### config.mk
export PLATFORM = sky130hd
export DESIGN_NAME = astar_ram
export DESIGN_NICKNAME = d
export VERILOG_FILES = /design/src/hdl/astar_ram.sv
export SDC_FILE = /design/constraint.sdc
export NUM_CORES = 2
export LEC_CHECK = 0
export ABC_CLOCK_PERIOD_IN_PS = 4300
export BUFFER_PORTS_ARGS = -buffer_cell sky130_fd_sc_hd__buf_4
export CAP_MARGIN = 10
export CORE_MARGIN = 10
export CORE_UTILIZATION = 64
export CTS_CLUSTER_SIZE = 12
export DETAILED_ROUTE_END_ITERATION = 10
export PLACE_DENSITY_LB_ADDON = 0.25
export SETUP_SLACK_MARGIN = 0.4
export SYNTH_ARGS = -nofsm -noshare
export SYNTH_HDL_FRONTEND = slang
export SYNTH_SLANG_ARGS = --single-unit
### constraint.sdc
create_clock -name i_clk -period 4.3 [get_ports i_clk]
set_clock_uncertainty 0.1 [all_clocks]
set_input_delay 0.215 -clock i_clk [delete_from_list [all_inputs] [get_ports i_clk]]
set_output_delay 0.215 -clock i_clk [all_outputs]
set_load 0.02 [all_outputs]
### src/hdl/astar_ram.sv
// generic single-port-write, single-port-read ram with registered read data
// no dependencies
module astar_ram #(
    parameter int WIDTH = 8,
    parameter int DEPTH = 256
) (
    input  logic                     i_clk,
    input  logic                     i_we,
    input  logic [$clog2(DEPTH)-1:0] i_waddr,
    input  logic [WIDTH-1:0]         i_wdata,
    input  logic [$clog2(DEPTH)-1:0] i_raddr,
    output logic [WIDTH-1:0]         o_rdata
);

    logic [WIDTH-1:0] r_mem [DEPTH];
    logic [WIDTH-1:0] r_rdata;

    always_ff @(posedge i_clk) begin
        if (i_we) begin
            r_mem[i_waddr] <= i_wdata;
        end
        r_rdata <= r_mem[i_raddr];
    end

    assign o_rdata = r_rdata;

endmodule

**Yosys cells after proc, flatten, opt, wreduce, memory -nomap -nowiden**

Memory sizes are Yosys's and may differ from the RTL's. A register that Yosys moved wholly into a read port is not among the register bits.
Index checks and enable logic that the tools add are counted.

- RAM bits: 2048
- Bits in latches: 0
- Flip-flop bits (word level): 0
- Output and inout port bits: 8
- Word-level logic and storage cells: 3
- Memories: 1
- ROM bits: 0
- Input bits: 26

Memory list:

| memory | words | width | read ports | clocked after Yosys merged registers in | wr ports | line | source |
|---|---|---|---|---|---|---|---|
| r_mem | 256 | 8 | 1 | 1 | 1 | 15 | `logic [WIDTH-1:0] r_mem [DEPTH];` |

- $add $sub $neg: 0
- Reductions and logical operators: 0
- Eq/ne operators: 0
- Div/mod/pow operators: 0
- Shift-type cells: 0
- Bitwise logic cells: 0
- Multipliers: 0
- $lt $le $gt $ge: 0
- Mux-type cells: 2

Operators by type and width:

| kind | number |
|---|---|
| $mux W1 | 2 |

**Longest topological paths before layout**

- Depth after elaboration: 2
- Gate-level depth with buffers: 11
- Mapped depth without buffers: 6

**Worst setup path after synthesis**

OpenSTA, ideal clock, no wires.

- Path type: input-to-reg
- From: input i_raddr[0]
- To: register r_rdata[2] (netlist: o_rdata[2]), read port of r_mem
- Buffers on the path: 4
- Setup slack: 2047 ps
- Stages on the path: 9
- Arrival: 2022 ps
- Required time: 4069 ps
- Setup time: 131 ps
- Cells stage by stage: buf_6 buf_12 buf_8 buf_2 mux4_2 a22oi_1 a21oi_1 nor4_1 nor4_2

RTL lines:

| element | line | source |
|---|---|---|
| from (decl) | 11 | `input logic [$clog2(DEPTH)-1:0] i_raddr,` |
| to (decl) | 16 | `logic [WIDTH-1:0] r_rdata;` |

==> flow_summary.toml <==
[floorplanning]
rows = 129
io_pins = 34
dieArea_um2 = 138800
start_util_pct = 64.35
fp.dieH_um = 372.6
core_um2 = 123600
die_x_um = 372.6

[worst_setup_path]
crit_type = "primary input to register"
path_buf_inv = 4
cp_cell_sequence = "buf_8 > buf_12 > buf_4 > mux4_2 > a22oi_1 > a21oi_1 > nor4_1 > buf_4 > nor4_1"
worst_setup_path_start_kind = "primary input"
crit_family = "buffers and inverters"
cp_slowest_cell = "nor4_1"
crit_fanout = 45
crit_required_ns = 4.87
crit_arrival_ns = 3.63
slowest_delay_ns = 0.88
end_kind = "register"

[detailed_routing]
num_vias = 40010
drt-initial-drc-count = 6023
drc = 0
ant_nets = 0
wire_per_inst_um = 34.06
dr.pass1.iters = 8
wl_um = 192600
via_per_inst = 7.074

[synthesis]
yosysSeqAreaShare_pct = 77.50
syn_avg_cell_area_um2 = 21.31
synth_area_um2 = 79560
synth_ff_type = "edfxtp_1"
synth_cell_types = 55
synthCells = 3733
ys_warn_count = 0
syn-num-nets = 3759
async_flop_share_pct = 0
synth_seq_cells = 2056
synth_enable_flop_cells = 2048

[hold_path]
hold_path_class = "primary input to register"

[sta]
holdWs_ns = -0.02150
tightest_slew_ns = 1.169
finalCritPeriodShare_pct = 71.05
fmax_ghz = 0.3273
hold_viol = 5
fin_tns_setup_ns = 0
worst_slack_ns = 1.245
rsz0062_at_grt = "no"
post-route-min-period_ns = 3.055
setup_viol_count_final = 0
slew_headroom_pct = 22.09
finalMaxSlewViolations = 0

[global_route]
grt_pass1_vias = 39970
grt_max_degree = 144
antenna_found_initial = 8
grt_usage_pct = 28.08
grt_pass1_wl_um = 280600
grt.overflow.total = 0

[final_layout]
mostFrequentLayoutCell = "edfxtp_1"
syn2layout_area_growth_pct = 10.33
layoutNonFillerInstCount = 5655
layout_common_cells = "2048 x edfxtp_1, 454 x mux4_2, 279 x nor2_1"
drive_gt1_share_pct = 22.35
final_nets = 3920
final_area_um2 = 87780
fill_cells = 7095

[power_and_ir_drop]
ir_drop_mv = 0.4669
p_per_area_nw_per_um2 = 456.1
power_leakage_nw = 27.12

[placement]
dpl.hpwl_um = 115800
finalWeightedCongestion = 0.8729
place_area_um2 = 82000
post-place-ws_ns = 0.5177
port_buffers = 33
place_inst = 5327

[flow_run]
drv_cap = 0

[status]
violations = "hold timing"
status = "finished with violations"

[clock_tree]
cts_buffers = 200
path_clk_slew_ns = 0.06
cts_resized = 0
htreeDepth = 4
clockBufferDepth = 3
clk-insertion-delay-late_ns = 0.83
cts_setup_buffers = 0
ctsHoldBuffers = 2
clock_sinks = 2056
cts_root_buffer = "clkbuf_16"
cts_tree = "yes"
-- cell type report --
cell class	count	area [µm²]	share of cell area, %
Sequential cell	2056	61660	70.25
Clock buffer	276	5371	6.119
Tap cell	1637	2048	2.333
Antenna cell	5	12.51	0.01425
Clock inverter	45	366.6	0.4177
Timing Repair Buffer	192	1822	2.075
Inverter	2	7.507	0.008553
Multi-Input combinational cell	1442	16490	18.78
-- cells in the mapped netlist, types with 21 or more instances --
cell / instances / area, µm²
nor3_1: 22 / 110.1
buf_2: 31 / 155.2
a21oi_1: 96 / 480.5
buf_1: 22 / 82.58
nor2_1: 282 / 1059
nor4_1: 24 / 150.1
nor2b_1: 31 / 193.9
nand2_1: 33 / 123.9
mux4_2: 454 / 10220
o221ai_1: 46 / 402.9
mux2i_1: 134 / 1341
buf_6: 21 / 236.5
nand3_1: 34 / 170.2
o22ai_1: 28 / 175.2
buf_4: 27 / 202.7
clkbuf_1: 111 / 416.7
a22oi_1: 133 / 998.5
edfxtp_1: 2048 / 61500
-- state kept, by name, summed over array words and instances, names as in the netlist --
signal,count
o_rdata,8
r_mem,2048
-- worst reg2reg max path: cells and delay by family (launching register included) --
kind | cells | cell delay [ns]
compound gates | 4 | 1.53
mux | 1 | 0.50
flops | 1 | 0.41
buf+inv | 1 | 0.22
simple gates | 1 | 0.04
-- per-stage QoR --
step	util (%)	power (W)
after detailed placement	66.33	0.02456
after global placement	66.31	0.02452
final	70.99	0.04004
after floorplan	-	0.02362
after global routing	70.98	0.04099
after CTS	70.98	0.04012
-- per-layer routing --
layer / vias up / wire length, µm / GRT usage, %
met5: - / 107 / 0
met4: 14 / 8237 / 11.61
met3: 454 / 20950 / 6.572
met2: 2705 / 92460 / 43.15
met1: 20840 / 70880 / 39.35
li1: 16000 / - / -
-- final timing paths --
path	from	to	slack, ns	cells past startpoint
setup / recovery	i_raddr[0]	o_rdata[7]	1.24	9
hold / removal	i_wdata[1]	r_mem[69][1]	-0.02	1
setup reg to reg	r_mem[19][3]	o_rdata[3]	1.37	7
hold reg to reg	r_mem[32][5]	o_rdata[5]	0.97	6
-- kinds of logic after synthesis --
group / Yosys count / share of synthesized area (%)
AOI/OAI and AO/OA: 385 / 3.419
buffers and inverters: 235 / 1.831
DFF: 2056 / 77.50
muxes: 591 / 14.62
and+or+nand+nor: 466 / 2.628
-- where the power goes --
part	switching, W	internal, W	total (W)
combinational	0.00131	0.000707	0.00202
clock	0.00716	0.00871	0.0159
sequential	0.0000489	0.0221	0.0221
Note: power is estimated with default switching activity, not from simulation.
